==> config.mk <==
export PLATFORM = sky130hd
export DESIGN_NAME = gregorian_date_info_core
export DESIGN_NICKNAME = d
export VERILOG_FILES = /design/src/hdl/gdi_pkg.sv /design/src/hdl/gregorian_date_info_core.sv /design/src/hdl/gdi_front.sv /design/src/hdl/gdi_calc.sv /design/src/hdl/gdi_finish.sv /design/src/hdl/gdi_skid.sv
export VERILOG_INCLUDE_DIRS = /design/src /design/src/hdl
export SDC_FILE = /design/constraint.sdc
export NUM_CORES = 1
export LEC_CHECK = 0
export CAP_MARGIN = 30
export CORE_MARGIN = 2
export CORE_UTILIZATION = 72
export CTS_BUF_LIST = sky130_fd_sc_hd__clkbuf_4 sky130_fd_sc_hd__clkbuf_8 sky130_fd_sc_hd__clkbuf_16
export CTS_CLUSTER_SIZE = 40
export DETAILED_ROUTE_END_ITERATION = 12
export DONT_BUFFER_PORTS = 1
export PLACE_DENSITY = 0.89
export SYNTH_ARGS = -nofsm -noshare
export SYNTH_HDL_FRONTEND = slang
export SYNTH_HIERARCHICAL = 1
export SYNTH_SLANG_ARGS = --single-unit
==> constraint.sdc <==
create_clock -name aclk -period 9.45 [get_ports aclk]
set_input_delay 0.4725 -clock aclk [delete_from_list [all_inputs] [get_ports aclk]]
set_output_delay 0.4725 -clock aclk [all_outputs]
set_load 0.02 [all_outputs]
==> src/hdl/assert_macros.svh <==
// Assertion macros used by the date info RTL.
`ifndef ASSERT_MACROS_SVH
`define ASSERT_MACROS_SVH

// Clocked implication check, disabled while reset is asserted (active low).
`define GDI_ASSERT_CLK(lbl, clk, rst_n, prop, msg) \
    lbl: assert property (@(posedge clk) disable iff (!rst_n) prop) else $error(msg);

// Same check with no reset qualification.
`define GDI_ASSERT_ALWAYS(lbl, clk, prop, msg) \
    lbl: assert property (@(posedge clk) prop) else $error(msg);

`endif

==> src/hdl/gdi_pkg.sv <==
// Package for the date info core: stage payload types, calendar tables, divide constants.
`timescale 1ns / 1ps

package gdi_pkg;

    // Reciprocal of 25: q = (x * 5243) >> 17, exact for x < 4096
    localparam logic [12:0] DIV25_MUL = 13'd5243;
    // Reciprocal of 7: q = (x * 18725) >> 17, exact for x < 16384
    localparam logic [14:0] DIV7_MUL  = 15'd18725;
    // Reciprocal of 7 for day of year: q = (x * 293) >> 11, exact for x < 512
    localparam logic [8:0]  WEEK_MUL  = 9'd293;

    localparam logic [13:0] YEAR_MAX  = 14'd9999;
    localparam logic [3:0]  MONTH_JAN = 4'd1;
    localparam logic [3:0]  MONTH_FEB = 4'd2;
    localparam logic [3:0]  MONTH_DEC = 4'd12;

    // Stage 1 -> stage 2
    typedef struct packed {
        logic [5:0]  day;
        logic [3:0]  month;
        logic [13:0] year;
        logic [13:0] yy;       // year, less one for Jan/Feb
        logic [7:0]  y_div100; // year / 100
        logic [7:0]  yy_div100; // yy / 100
    } gdi_s1_t;

    // Stage 2 -> stage 3
    typedef struct packed {
        logic        ok;
        logic [8:0]  doy;
        logic [13:0] wsum;     // weekday sum before mod 7
    } gdi_s2_t;

    // Result beat
    typedef struct packed {
        logic        date_ok;
        logic [8:0]  day_number;
        logic [2:0]  weekday;
        logic [5:0]  week_number;
    } gdi_res_t;

    // Days in month for a common year; 0 for codes that are not months
    function automatic logic [4:0] month_len(input logic [3:0] m);
        logic [4:0] r;
        case (m)
            4'd1, 4'd3, 4'd5, 4'd7, 4'd8, 4'd10, 4'd12: r = 5'd31;
            4'd4, 4'd6, 4'd9, 4'd11:                    r = 5'd30;
            4'd2:                                       r = 5'd28;
            default:                                    r = 5'd0;
        endcase
        return r;
    endfunction

    // Days before the first of month m in a common year
    function automatic logic [8:0] days_before(input logic [3:0] m);
        logic [8:0] r;
        case (m)
            4'd1:    r = 9'd0;
            4'd2:    r = 9'd31;
            4'd3:    r = 9'd59;
            4'd4:    r = 9'd90;
            4'd5:    r = 9'd120;
            4'd6:    r = 9'd151;
            4'd7:    r = 9'd181;
            4'd8:    r = 9'd212;
            4'd9:    r = 9'd243;
            4'd10:   r = 9'd273;
            4'd11:   r = 9'd304;
            4'd12:   r = 9'd334;
            default: r = 9'd0;
        endcase
        return r;
    endfunction

    // Sakamoto month offset, indexed by month number
    function automatic logic [2:0] month_offset(input logic [3:0] m);
        logic [2:0] r;
        case (m)
            4'd1:    r = 3'd0;
            4'd2:    r = 3'd3;
            4'd3:    r = 3'd2;
            4'd4:    r = 3'd5;
            4'd5:    r = 3'd0;
            4'd6:    r = 3'd3;
            4'd7:    r = 3'd5;
            4'd8:    r = 3'd1;
            4'd9:    r = 3'd4;
            4'd10:   r = 3'd6;
            4'd11:   r = 3'd2;
            4'd12:   r = 3'd4;
            default: r = 3'd0;
        endcase
        return r;
    endfunction

endpackage

==> src/hdl/gregorian_date_info_core.sv <==
// Top level of the Gregorian date info core: three compute stages and an output skid.
//
//  Channel | Direction | Handshake          | Payload
//  s_      | in        | s_valid / s_ready  | s_day[5:0], s_month[3:0], s_year[13:0]
//  m_      | out       | m_valid / m_ready  | m_date_ok, m_day_number[8:0],
//          |           |                    | m_weekday[2:0], m_week_number[5:0]
//
// One date per cycle sustained while m_ready stays high; an accepted input beat passes
// the three compute stage registers, then the output register of the skid buffer.
// The two constant-reciprocal multipliers of stages 1 and 3 set the cycle time.
// aresetn is synchronous, active low, and clears all valid bits; no setup pass.
// A stall on m_ready fills the skid slot, then backs up through the stages; s_ready
// falls only once every stage holds a beat.
`timescale 1ns / 1ps
`include "assert_macros.svh"

module gregorian_date_info_core
    import gdi_pkg::*;
(
    input  logic        aclk,
    input  logic        aresetn,
    input  logic        s_valid,
    output logic        s_ready,
    input  logic [5:0]  s_day,
    input  logic [3:0]  s_month,
    input  logic [13:0] s_year,
    output logic        m_valid,
    input  logic        m_ready,
    output logic        m_date_ok,
    output logic [8:0]  m_day_number,
    output logic [2:0]  m_weekday,
    output logic [5:0]  m_week_number
);

    logic     s1_valid;
    logic     s1_ready;
    gdi_s1_t  s1_data;
    logic     s2_valid;
    logic     s2_ready;
    gdi_s2_t  s2_data;
    logic     s3_valid;
    logic     s3_ready;
    gdi_res_t s3_data;
    gdi_res_t res;

    gdi_front u_front (
        .aclk      (aclk),
        .aresetn   (aresetn),
        .in_valid  (s_valid),
        .in_ready  (s_ready),
        .in_day    (s_day),
        .in_month  (s_month),
        .in_year   (s_year),
        .out_valid (s1_valid),
        .out_ready (s1_ready),
        .out_data  (s1_data)
    );

    gdi_calc u_calc (
        .aclk      (aclk),
        .aresetn   (aresetn),
        .in_valid  (s1_valid),
        .in_ready  (s1_ready),
        .in_data   (s1_data),
        .out_valid (s2_valid),
        .out_ready (s2_ready),
        .out_data  (s2_data)
    );

    gdi_finish u_finish (
        .aclk      (aclk),
        .aresetn   (aresetn),
        .in_valid  (s2_valid),
        .in_ready  (s2_ready),
        .in_data   (s2_data),
        .out_valid (s3_valid),
        .out_ready (s3_ready),
        .out_data  (s3_data)
    );

    gdi_skid u_skid (
        .aclk      (aclk),
        .aresetn   (aresetn),
        .in_valid  (s3_valid),
        .in_ready  (s3_ready),
        .in_data   (s3_data),
        .out_valid (m_valid),
        .out_ready (m_ready),
        .out_data  (res)
    );

    assign m_date_ok     = res.date_ok;
    assign m_day_number  = res.day_number;
    assign m_weekday     = res.weekday;
    assign m_week_number = res.week_number;

    // Invalid dates carry all-zero result fields
    `GDI_ASSERT_CLK(a_invalid_zero, aclk, aresetn,
        (m_valid && !m_date_ok) |-> (m_day_number == 9'd0 && m_weekday == 3'd0 &&
        m_week_number == 6'd0), "invalid date with nonzero result fields")

    // Valid dates: day in 1..366, weekday in 0..6
    `GDI_ASSERT_CLK(a_valid_range, aclk, aresetn,
        (m_valid && m_date_ok) |-> (m_day_number != 9'd0 && m_day_number <= 9'd366 &&
        m_weekday <= 3'd6), "valid date with result out of range")

    // Week number brackets the day of year: 7*(w-1) <= doy < 7*w
    `GDI_ASSERT_CLK(a_week_bracket, aclk, aresetn,
        (m_valid && m_date_ok) |-> ((10'(m_week_number) - 10'd1) * 10'd7 <=
        10'(m_day_number) && 10'(m_day_number) < 10'(m_week_number) * 10'd7),
        "week number does not match day of year")

    // Input back-pressure only when the whole pipe, output included, is full
    `GDI_ASSERT_CLK(a_full_on_stall, aclk, aresetn,
        !s_ready |-> (m_valid && s1_valid && s2_valid && s3_valid),
        "input stalled while the pipeline has room")

endmodule

==> src/hdl/gdi_front.sv <==
// Stage 1: year adjust and divide-by-100 of the year and the adjusted year.
`timescale 1ns / 1ps

module gdi_front
    import gdi_pkg::*;
(
    input  logic        aclk,
    input  logic        aresetn,
    input  logic        in_valid,
    output logic        in_ready,
    input  logic [5:0]  in_day,
    input  logic [3:0]  in_month,
    input  logic [13:0] in_year,
    output logic        out_valid,
    input  logic        out_ready,
    output gdi_s1_t     out_data
);

    logic        valid_reg;
    gdi_s1_t     data_reg;
    gdi_s1_t     data_next;
    logic [24:0] y_prod;
    logic [24:0] yy_prod;

    // Stage advances when empty or when downstream takes the beat
    assign in_ready = !valid_reg || out_ready;

    // Jan and Feb count toward the previous year; divide by 100 as (x/4)/25
    always_comb begin
        data_next.day   = in_day;
        data_next.month = in_month;
        data_next.year  = in_year;
        data_next.yy    = (in_month < 4'd3) ? in_year - 14'd1 : in_year;
        y_prod  = 25'(in_year[13:2]) * 25'(DIV25_MUL);
        yy_prod = 25'(data_next.yy[13:2]) * 25'(DIV25_MUL);
        data_next.y_div100  = y_prod[24:17];
        data_next.yy_div100 = yy_prod[24:17];
    end

    always_ff @(posedge aclk) begin
        if (!aresetn) begin
            valid_reg <= 1'b0;
        end else if (in_ready) begin
            valid_reg <= in_valid;
        end
    end

    always_ff @(posedge aclk) begin
        if (in_valid && in_ready) begin
            data_reg <= data_next;
        end
    end

    assign out_valid = valid_reg;
    assign out_data  = data_reg;

endmodule

==> src/hdl/gdi_calc.sv <==
// Stage 2: leap year, range checks, day of year and the weekday sum.
`timescale 1ns / 1ps

module gdi_calc
    import gdi_pkg::*;
(
    input  logic    aclk,
    input  logic    aresetn,
    input  logic    in_valid,
    output logic    in_ready,
    input  gdi_s1_t in_data,
    output logic    out_valid,
    input  logic    out_ready,
    output gdi_s2_t out_data
);

    logic       valid_reg;
    gdi_s2_t    data_reg;
    gdi_s2_t    data_next;
    logic [11:0] back100;
    logic       div100;
    logic       leap;
    logic [4:0] max_day;
    logic       year_ok;
    logic       month_ok;
    logic       day_ok;

    assign in_ready = !valid_reg || out_ready;

    always_comb begin
        // Leap: divisible by 4, and not by 100 unless by 400 (y/100 divisible by 4)
        back100 = 12'(in_data.y_div100) * 12'd25;
        div100  = (in_data.year[13:2] == back100);
        leap    = (in_data.year[1:0] == 2'd0) &&
                  (!div100 || (in_data.y_div100[1:0] == 2'd0));

        // Month length with the leap day in February
        max_day = month_len(in_data.month);
        if ((in_data.month == MONTH_FEB) && leap) begin
            max_day = 5'd29;
        end

        year_ok  = (in_data.year != 14'd0) && (in_data.year <= YEAR_MAX);
        month_ok = (in_data.month >= MONTH_JAN) && (in_data.month <= MONTH_DEC);
        day_ok   = (in_data.day != 6'd0) && (in_data.day <= 6'(max_day));
        data_next.ok = year_ok && month_ok && day_ok;

        // Day of year, leap day counted after February
        data_next.doy = days_before(in_data.month) + 9'(in_data.day) +
                        9'((in_data.month > MONTH_FEB) && leap);

        // yy + yy/4 - yy/100 + yy/400 + offset + day
        data_next.wsum = in_data.yy + 14'(in_data.yy[13:2]) -
                         14'(in_data.yy_div100) + 14'(in_data.yy_div100[7:2]) +
                         14'(month_offset(in_data.month)) + 14'(in_data.day);
    end

    always_ff @(posedge aclk) begin
        if (!aresetn) begin
            valid_reg <= 1'b0;
        end else if (in_ready) begin
            valid_reg <= in_valid;
        end
    end

    always_ff @(posedge aclk) begin
        if (in_valid && in_ready) begin
            data_reg <= data_next;
        end
    end

    assign out_valid = valid_reg;
    assign out_data  = data_reg;

endmodule

==> src/hdl/gdi_finish.sv <==
// Stage 3: weekday mod 7, week of year, zeroing of invalid dates.
`timescale 1ns / 1ps

module gdi_finish
    import gdi_pkg::*;
(
    input  logic     aclk,
    input  logic     aresetn,
    input  logic     in_valid,
    output logic     in_ready,
    input  gdi_s2_t  in_data,
    output logic     out_valid,
    input  logic     out_ready,
    output gdi_res_t out_data
);

    logic        valid_reg;
    gdi_res_t    data_reg;
    gdi_res_t    data_next;
    logic [28:0] wd_prod;
    logic [13:0] wd_quot;
    logic [13:0] wd_rem;
    logic [17:0] wk_prod;

    assign in_ready = !valid_reg || out_ready;

    always_comb begin
        // Weekday: remainder of the sum by 7 through a reciprocal multiply
        wd_prod = 29'(in_data.wsum) * 29'(DIV7_MUL);
        wd_quot = 14'(wd_prod[28:17]);
        wd_rem  = in_data.wsum - 14'(wd_quot * 14'd7);
        // Week of year: doy / 7 + 1
        wk_prod = 18'(in_data.doy) * 18'(WEEK_MUL);

        if (in_data.ok) begin
            data_next.date_ok     = 1'b1;
            data_next.day_number  = in_data.doy;
            data_next.weekday     = wd_rem[2:0];
            data_next.week_number = 6'(wk_prod[17:11]) + 6'd1;
        end else begin
            data_next = '0;
        end
    end

    always_ff @(posedge aclk) begin
        if (!aresetn) begin
            valid_reg <= 1'b0;
        end else if (in_ready) begin
            valid_reg <= in_valid;
        end
    end

    always_ff @(posedge aclk) begin
        if (in_valid && in_ready) begin
            data_reg <= data_next;
        end
    end

    assign out_valid = valid_reg;
    assign out_data  = data_reg;

endmodule

==> src/hdl/gdi_skid.sv <==
// Output skid buffer: registered ready toward the pipeline, registered result beat.
`timescale 1ns / 1ps

module gdi_skid
    import gdi_pkg::*;
(
    input  logic     aclk,
    input  logic     aresetn,
    input  logic     in_valid,
    output logic     in_ready,
    input  gdi_res_t in_data,
    output logic     out_valid,
    input  logic     out_ready,
    output gdi_res_t out_data
);

    logic     out_valid_reg;
    gdi_res_t out_data_reg;
    logic     skid_valid_reg;
    gdi_res_t skid_data_reg;
    logic     out_free;
    logic     take;

    // Ready depends only on the skid slot being empty
    assign in_ready = !skid_valid_reg;
    assign out_free = !out_valid_reg || out_ready;
    assign take     = in_valid && !skid_valid_reg;

    // Control: output slot refills from skid first, then from the input
    always_ff @(posedge aclk) begin
        if (!aresetn) begin
            out_valid_reg  <= 1'b0;
            skid_valid_reg <= 1'b0;
        end else if (out_free) begin
            if (skid_valid_reg) begin
                out_valid_reg  <= 1'b1;
                skid_valid_reg <= 1'b0;
            end else begin
                out_valid_reg <= take;
            end
        end else if (take) begin
            skid_valid_reg <= 1'b1;
        end
    end

    // Payload
    always_ff @(posedge aclk) begin
        if (out_free) begin
            if (skid_valid_reg) begin
                out_data_reg <= skid_data_reg;
            end else if (take) begin
                out_data_reg <= in_data;
            end
        end else if (take) begin
            skid_data_reg <= in_data;
        end
    end

    assign out_valid = out_valid_reg;
    assign out_data  = out_data_reg;

endmodule
# After elaboration in Yosys (flattened, before gate mapping)
# Memories as Yosys holds them, arrays and structs flattened. A register that Yosys moved wholly into a read port is not among the register bits.
# Index checks and enable logic that the tools add are counted.
# totals
ff_bits	140
elab_cells	95
out_inout_bits	21
romBits	272
inputBits	28
n_memories	3
# classes
n_eq_ne	2
n_addsub	10
muxes	9
order_cmp	6
reduce_logical	31
multipliers	6
bitwise	2
# mem_list
memory	depth	word_bits	read_ports	rd_clocked_by_memory_dff	wr	line	text
(name not given)	16	9	1	1	0	gdi_pkg.sv:58	case (m)
(name not given)	16	5	1	1	0	gdi_pkg.sv:46	case (m)
(name not given)	16	3	1	1	0	gdi_pkg.sv:79	case (m)
# ops
cell	n
$mux 19	3
$mul 12x13->25 const B	2
$mul 14x15->29 const B	1
$add 14x6->14	2
$mul 9x9->17 const B	1
$add 14x12->14	1
$add 14x3->14	1
$le 14x14->1 const B	1
$mux 14	1
$reduce_bool 14->1	1
$sub 14x1->14 const B	1
$sub 14x8->14	1
$eq 12x12->1	1
$logic_and 1x1->1	12
$mul 12x3->3 const B	1
$mul 8x5->12 const B	1
$mux 4	3
$add 9x1->9	1
$add 9x6->9	1
$add 6x1->6 const B	1
$le 6x5->1	1
$logic_not 1->1	6
$reduce_bool 6->1	1
$logic_or 1x1->1	5
13 further kinds	16

# Longest topological paths before layout
# Gate-level depths: netlist (run 1).
# logic_depth
ltp_word	10
mapped_depth	25
ltp_nobuf	25

# Modules after synthesis
# The synthesis (run 1) kept the hierarchy.
# modules_own_cells
module	seq_area_each_um2	area_each_um2	instances	cells_each
gdi_front	1641.6	7689.9	1	729
gdi_finish	590.6	3792.4	1	361
gdi_calc	740.7	3773.6	1	384
gdi_skid	1181.1	1527.7	1	68

# Worst setup path before layout (run 1)
# No wires, ideal clock.
# synth_timing
path_type	input-to-reg
startpoint	input s_month[1]
endpoint	register u_front.data_reg, in the netlist u_front/out_data[5], data pin
t_arrival_ns	5.955
setup_slack_ns	3.360
stages	21
setup_ns	0.135
cell_sequence	a211oi_4 -> nand3_2 -> or3_4 -> nor4_4 -> xnor2_1 -> ha_1 -> inv_1 -> fa_1 -> fa_1 -> inv_1 -> fa_1 -> inv_1 -> fa_1 -> inv_1 -> ha_1 -> a211oi_1 -> o21ai_0 -> a22oi_1 -> nor3_1 -> or4_1 -> nand3_1
# synth_rtl
item	line	text
start, declared	gregorian_date_info_core.sv:25	input logic [3:0] s_month,
end signal, assigned	gdi_front.sv:50	data_reg <= data_next;
end, declared	gdi_front.sv:20	gdi_s1_t data_reg;

==> results of run 1 <==
[final cells by class]
class / count / area (um^2) / share of cell area
antenna: 2 / 5.00 / 0.000282
clock buffer: 17 / 425 / 0.0240
clock inverter: 14 / 150 / 0.00846
inverter: 335 / 1260 / 0.0708
multi-input combinational: 1055 / 11300 / 0.637
sequential: 140 / 4150 / 0.234
tap: 313 / 392 / 0.0221
timing repair buffer: 6 / 52.6 / 0.00296
[Yosys cell counts, types with 5 or more instances]
master,instances
ha_1,353
inv_1,333
fa_1,154
edfxtp_1,135
xnor2_1,61
a21oi_1,57
nor2_1,49
nand2_1,44
o21ai_0,34
nand3_1,24
xor2_1,20
mux2_4,18
a21o_1,17
nor3_1,17
and2_1,15
nand2b_1,13
nand4_1,11
a211oi_1,10
o21a_1,10
clkbuf_1,8
o21ai_1,8
nor4_1,7
o21bai_1,7
a31oi_1,6
mux2i_1,6
nor2b_1,6
a21boi_0,5
and3_1,5
dfxtp_1,5
o311ai_1,5
[logic make-up after synthesis]
| kind of cell | after synthesis | share of synthesized area |
|---|---|---|
| AO/OA/AOI/OAI | 215 | 0.0884 |
| XOR/XNOR | 83 | 0.0442 |
| adder cells (fa/ha/maj) | 507 | 0.447 |
| buffers and inverters | 347 | 0.0786 |
| flip-flops | 140 | 0.248 |
| multiplexers | 29 | 0.0237 |
| AND/OR/NAND/NOR | 221 | 0.0707 |
[how the worst max path moves through the flow]
stage | to | cells after the start | slack, ps | from
2_1_floorplan | u_front/out_data[5] | 21 | 3360 | s_month[1]
3_3_place_gp | u_front/out_data[5] | 21 | 2980 | s_month[1]
3_5_place_dp | u_front/out_data[5] | 20 | 2780 | s_month[1]
4_1_cts | u_front/out_data[5] | 21 | 3240 | s_month[1]
5_1_grt | u_front/out_data[5] | 21 | 2930 | s_month[1]
6_report | u_front/out_data[5] | 21 | 3160 | s_month[1]
[per-layer routing]
| metal | up-vias | track usage |
|---|---|---|
| met1 | 5729 | 0.353 |
| met4 | 0 | 0.173 |
| li1 | 5305 | - |
| met2 | 498 | 0.597 |
| met3 | 161 | 0.0676 |
| met5 | - | 0 |
[metrics by stage]
step | worst slack (ps) | hold slack [ps] | util | cells | area [um^2]
after global placement | 2980 | 437 | 0.753 | 1848 | 17200
after floorplan | 3360 | 422 | - | 1542 | 16800
after CTS | 3240 | 109 | 0.779 | 1880 | 17700
after global routing | 2930 | 108 | 0.779 | 1880 | 17700
final | 3160 | 121 | 0.779 | 1882 | 17800
after detailed placement | 2780 | 448 | 0.754 | 1849 | 17200
==> impl_results.md, run 1 <==
* Global-route wire length before repair at 61500 um
* Hold_sp: s_year[12]
* CTS Sinks at 140
* Fin. Hold Viols at 0
* Remaining DRCs at 0
* Setup repair bufs after CTS at 0
* Critical Path End Type: flip-flop
* First DRT Iteration DRCs at 874
* Worst-path clk slew at 70 ps
* Sequential share of the synthesized area at 0.248
* Critical Path RT at 9750 ps
* Hold buffer count at CTS at 0
* Synth Warn # at 6
* Max frequency at around 160 MHz
* Post-DP HPWL at between 20000 and 30000 um
* Post-route minimum period at approximately 6300 ps
* Area Overhead vs Synth at 5.78%
* Cell breakdown of the critical path: a211oi_4 -> nand3_2 -> or3_4 -> nor4_4 -> xnor2_1 -> ha_1 -> inv_1 -> fa_1 -> fa_1 -> inv_1 -> fa_1 -> inv_1 -> fa_1 -> inv_1 -> ha_1 -> a211oi_1 -> o21ai_0 -> a22oi_1 -> nor3_1 -> or4_1 -> nand3_1
* Layout Nets at about 2100
* Crit Reg-Reg Startpoint: u_calc/out_data[11]
* Top_reg_cell synth: edfxtp_1
* Max cap viols at 0
* Hold Path Depth at 0
* Routability cong. at ~0.93
* Port Buffers at 0
* Final Max Slew Viols at 0
* Met3 wire length at 2220 um
* Post-CTS Resized at 0
* Vias in the first global route at between 10000 and 15000
* Via Count at ~12000
* Largest register FFs at between 50 and 60
* Worst path top cell family by delay: adder cells
* Routed wl met2 at around 20000 um
* Reg2reg setup slack at between 3000 and 4000 ps
* Finish-stage setup viols at 0
* # IOs at 49
* Synth Instances at about 1500
* Startpoint Class: input pin
* Main area contributors after synthesis: ha_1 (26%), edfxtp_1 (24%), fa_1 (18%)
* Post-synth cell types at between 80 and 90
* Share of layout cells above drive strength 1 at 0.0587
* All-Layer GR Usage at 0.326
* CTS max path bufs at 2
* GRT overflow at 0
* Clk_lat worst skew at around 440 ps
* Worst Hold End: u_front/out_data[42]
* CP bufs+invs at 4
* Inserted Clock Buffers at 17
* Commonest non-fill, non-tap cells in the layout: ha_1 (353), inv_1 (333), fa_1 (154)
* Post-synth EDFFs at 135
* Worst setup path class: input pin to flip-flop
* Setup Skew at between 10 and 15 ps
* Synth Register Bits at 140
* RSZ-0062 raised after global routing: no
* Rel. slew slack at 0.383
* DR WL/cell at roughly 20 um
* Mean Syn Cell Area at 10.9 um^2
* FF-to-FF End: u_finish/out_data[8]
* Synth area leader: ha_1
* H-tree levels at 4
* Delay of the slowest critical-path stage at 530 ps
* Die area at approximately 25000 um^2
* Num rows at between 50 and 60
* Hold Crit Class: input pin to flip-flop
* Critical path data arrival time at 6600 ps
* Setup TNS at 0 ps
* Die Span Y at around 160 um
* Critical Path Slowest Stage Cell: fa_1
* CTS tree: built
* Final wirelength at between 30000 and 40000 um
* Starting density of the core at 0.737
* Layout fillers at 1302
* Drt via density at approximately 6.2
* Commonest non-fill, non-tap cell in the layout: ha_1
* Outcome: finished, final reports clean
* Largest net degree at the start of global routing at 55
* Least-Margin Pin Slew at 918 ps
* Horiz. Die Dim at about 160 um
* Total core area at approximately 23000 um^2
* Fin crit share at 0.666
* Routed Antenna Nets at 0
* Synth top area share at 0.263
* Asr flop ratio synth at 0
* FF-to-FF path depth at 20
* Syn nets at a little over 2000
* Mapped Area at 16800 um^2
* Top Layer Used: met4
* Initial antenna violation count at 2
* Router iterations before antenna repair at 8
* CP Max Fanout at 9
* DRT met1 WL at 13800 um
* Clk root buf: clkbuf_16
Power of run 1 is left out: the tool's default activity adds up to more than one toggle a clock period on the data nets, which glitch-free logic cannot reach.
==> run 2: changes to the inputs <==
--- a/config.mk
+++ b/config.mk
@@ -8,12 +8,12 @@
 export LEC_CHECK = 0
 export CAP_MARGIN = 30
 export CORE_MARGIN = 2
-export CORE_UTILIZATION = 72
+export CORE_UTILIZATION = 66
 export CTS_BUF_LIST = sky130_fd_sc_hd__clkbuf_4 sky130_fd_sc_hd__clkbuf_8 sky130_fd_sc_hd__clkbuf_16
 export CTS_CLUSTER_SIZE = 40
 export DETAILED_ROUTE_END_ITERATION = 12
 export DONT_BUFFER_PORTS = 1
-export PLACE_DENSITY = 0.89
+export PLACE_DENSITY = 0.82
 export SYNTH_ARGS = -nofsm -noshare
 export SYNTH_HDL_FRONTEND = slang
 export SYNTH_HIERARCHICAL = 1
==> constraint.sdc (replaced) <==
create_clock -name aclk -period 6.3 [get_ports aclk]
set_input_delay 0.315 -clock aclk [delete_from_list [all_inputs] [get_ports aclk]]
set_output_delay 0.315 -clock aclk [all_outputs]
set_load 0.02 [all_outputs]
==> run 2 against run 1 <==
  * Setup slack got worse by 2900 ps
  * Design area rose by 2.4%
  * Core utilization fell by 5.5 points
  * Cell count rose by 2.8%
  * Register-to-register slack got worse by 3100 ps
  * Critical path type is now flip-flop to flip-flop
  * Via count fell by 2.1%
  * Sequential share of layout area fell by 0.55 points
  * Sequential cell count did not move
  * Critical path depth fell by 1
  * Die area rose by 8.9%
  * Count of clock-buffer cells in the layout did not move
  * Wire length fell by 5.9%
==> impl_results.md, run 2 (synthesis gave the netlist of run 1 again) <==
* Sequential Area at 4150 um^2 (unchanged)
* CTS tree: built
* Rel. slew slack at 0.372 (-0.0117)
* Routed Antenna Nets at 0 (unchanged)
* Final core occ at 0.724 (-0.0553)
* Commonest non-fill, non-tap cell in the layout: ha_1
* Drt via density at 5.92 (-4.7%)
* Crit Reg-Reg Startpoint: u_calc/out_data[11]
* Worst setup path class: flip-flop to flip-flop
* Via Count at 11400 (-2.1%)
* Crit path from: u_calc/out_data[11]
* Num rows at 58 (+5.5%)
* Post-route minimum period at 6090 ps
* Initial antenna violation count at 0 (-2)
* Vias in the first global route at 12000 (-4.8%)
* DR WL/cell at 18.3 um (-8.5%)
* All-Layer GR Usage at 0.276 (-0.0503)
* Least-Margin Pin Slew at 934 ps (+16.1 ps)
* Layout fillers at 1706 (+31%)
* CTS Sinks at 140 (unchanged)
* Cell breakdown of the critical path: ha_1 -> ha_1 -> fa_1 -> inv_1 -> fa_1 -> inv_1 -> fa_1 -> ha_1 -> ha_1 -> o21ai_0 -> nor2_1 -> o221ai_4 -> or4_4 -> nand3_2 -> mux2_2 -> fa_1 -> xnor2_2 -> xnor2_1 -> or2_2 -> a21oi_2
* Finish-stage setup viols at 0 (unchanged)
* Reg2reg setup slack at 210 ps (-3120 ps)
* Max cap viols at 0 (unchanged)
* Starting density of the core at 0.668 (-0.0684)
* Commonest non-fill, non-tap cells in the layout: ha_1 (353), inv_1 (333), fa_1 (154)
* Startpoint Class: flip-flop
* Die Span Y at 163 um (+4.3%)
* Horiz. Die Dim at 163 um (+4.3%)
* Critical Path Slowest Stage Cell: or4_4
* Worst-path clk slew at 70 ps (about the same)
* Max frequency at between 150 and 200 MHz
* Setup Skew at 12.8 ps (-1.15 ps)
* Routability cong. at 0.940 (+1.1%)
* FF-to-FF path depth at 20 (unchanged)
* First DRT Iteration DRCs at 807 (-7.7%)
* Setup TNS at 0 ps (unchanged)
* FF-to-FF End: u_finish/out_data[8]
* Share of layout cells above drive strength 1 at 0.0692 (+0.0105)
* Largest net degree at the start of global routing at 55 (unchanged)
* # IOs at 49 (unchanged)
* Worst setup path endpoint: u_finish/out_data[8]
* Final Max Slew Viols at 0 (unchanged)
* H-tree levels at 4 (unchanged)
* GRT overflow at 0 (unchanged)
* ANT cells at 0 (-2)
* Layout Nets at 2126 (+1.7%)
* Remaining DRCs at 0 (unchanged)
* Hold Crit Class: input pin to flip-flop
* Largest register FFs at 54 (unchanged)
* Router iterations before antenna repair at 7 (-1)
* Delay of the slowest critical-path stage at 570 ps (+40 ps)
* Outcome: finished, final reports clean
* Global-route wire length before repair at 57500 um (-6.5%)
* Clk_lat worst skew at 430 ps (about the same)
* Die area at 26700 um^2 (+8.9%)
* Critical Path End Type: flip-flop
* Critical path data arrival time at 6370 ps (-230 ps)
* CTS max path bufs at 2 (unchanged)
* Post-Place Setup Slack at 127 ps (-2650 ps)
* Post-DP HPWL at 27200 um (-5.7%)
* Final WS setup at 214 ps (-2940 ps)
* Area of the multi-input gates at 11400 um^2 (+0.52%)
* Port Buffers at 0 (unchanged)
* Critical Path RT at 6580 ps (-3170 ps)
* Fin. Hold Viols at 0 (unchanged)
* Total core area at 25100 um^2 (+10%)
* Clk root buf: clkbuf_16
* CP Max Fanout at 5 (-4)
* Area Overhead vs Synth at 8.33%
* Fin crit share at 0.966
* Inserted Clock Buffers at 17 (unchanged)
* Final wirelength at 35400 um (-5.9%)
## run 2: cell types whose count changed in the layout (fill, tap and decap cells not counted), sizes merged
cell,before,now
dlygate4sd3,0,24
inv,344,341
clkinvlp,0,3
bufinv,1,0
clkinv,4,6
diode,2,0
buf,6,18
## run 2: worst min path at each step
stage | cells past startpoint | slack [ps] | endpoint | startpoint
6_report | 1 | 30 | u_calc/out_valid | aresetn
5_1_grt | 1 | 20 | u_calc/out_valid | aresetn
4_1_cts | 1 | 20 | u_finish/out_valid | aresetn
3_5_place_dp | 0 | 410 | u_front/out_data[50] | s_day[2]
3_3_place_gp | 0 | 410 | u_front/out_data[50] | s_day[2]
2_1_floorplan | 0 | 410 | u_front/out_data[30] | s_year[0]
## run 2: layout make-up
cell class,count,share of cell area
Multi-Input combinational cell,1055,0.626
Sequential cell,140,0.228
Inverter,335,0.0692
Clock buffer,17,0.0234
Tap cell,330,0.0227
Timing Repair Buffer,42,0.0211
Clock inverter,15,0.00950
## run 2: metal layers
layer / wire length (um) / global-route usage
met5: 0 / 0
met4: 1100 / 0.116
met3: 1900 / 0.0452
met2: 18500 / 0.494
met1: 13900 / 0.329
## run 2: worst max-delay path: cells and delay by family (launching register included)
| family | cells | cell delay, ps |
|---|---|---|
| AND/OR/NAND/NOR | 4 | 1220 |
| buffers and inverters | 2 | 110 |
| multiplexers | 1 | 350 |
| AO/OA/AOI/OAI | 3 | 400 |
| flip-flops | 1 | 420 |
| XOR/XNOR | 2 | 300 |
| adder cells (fa/ha/maj) | 8 | 3130 |
## run 2: repair_timing
| item | 4_1_cts | 5_1_grt |
|---|---|---|
| hold endpoints to repair | 24 | 0 |
| hold buffers | 24 | 0 |
| resized for setup | 0 | 9 |
| endpoints found under the setup margin | 0 | 1 |
| setup buffers | 0 | 2 |
## run 2: per-stage QoR
stage                     cell area, um^2  hold slack (ps)  instances
after global placement              17300              414       1875
after floorplan                     16800              414       1542
after detailed placement            17300              414       1876
final                               18200             33.8       1934
after CTS                           18100             15.4       1932
after global routing                18200             16.1       1934
Power of run 2 is left out for the same reason.
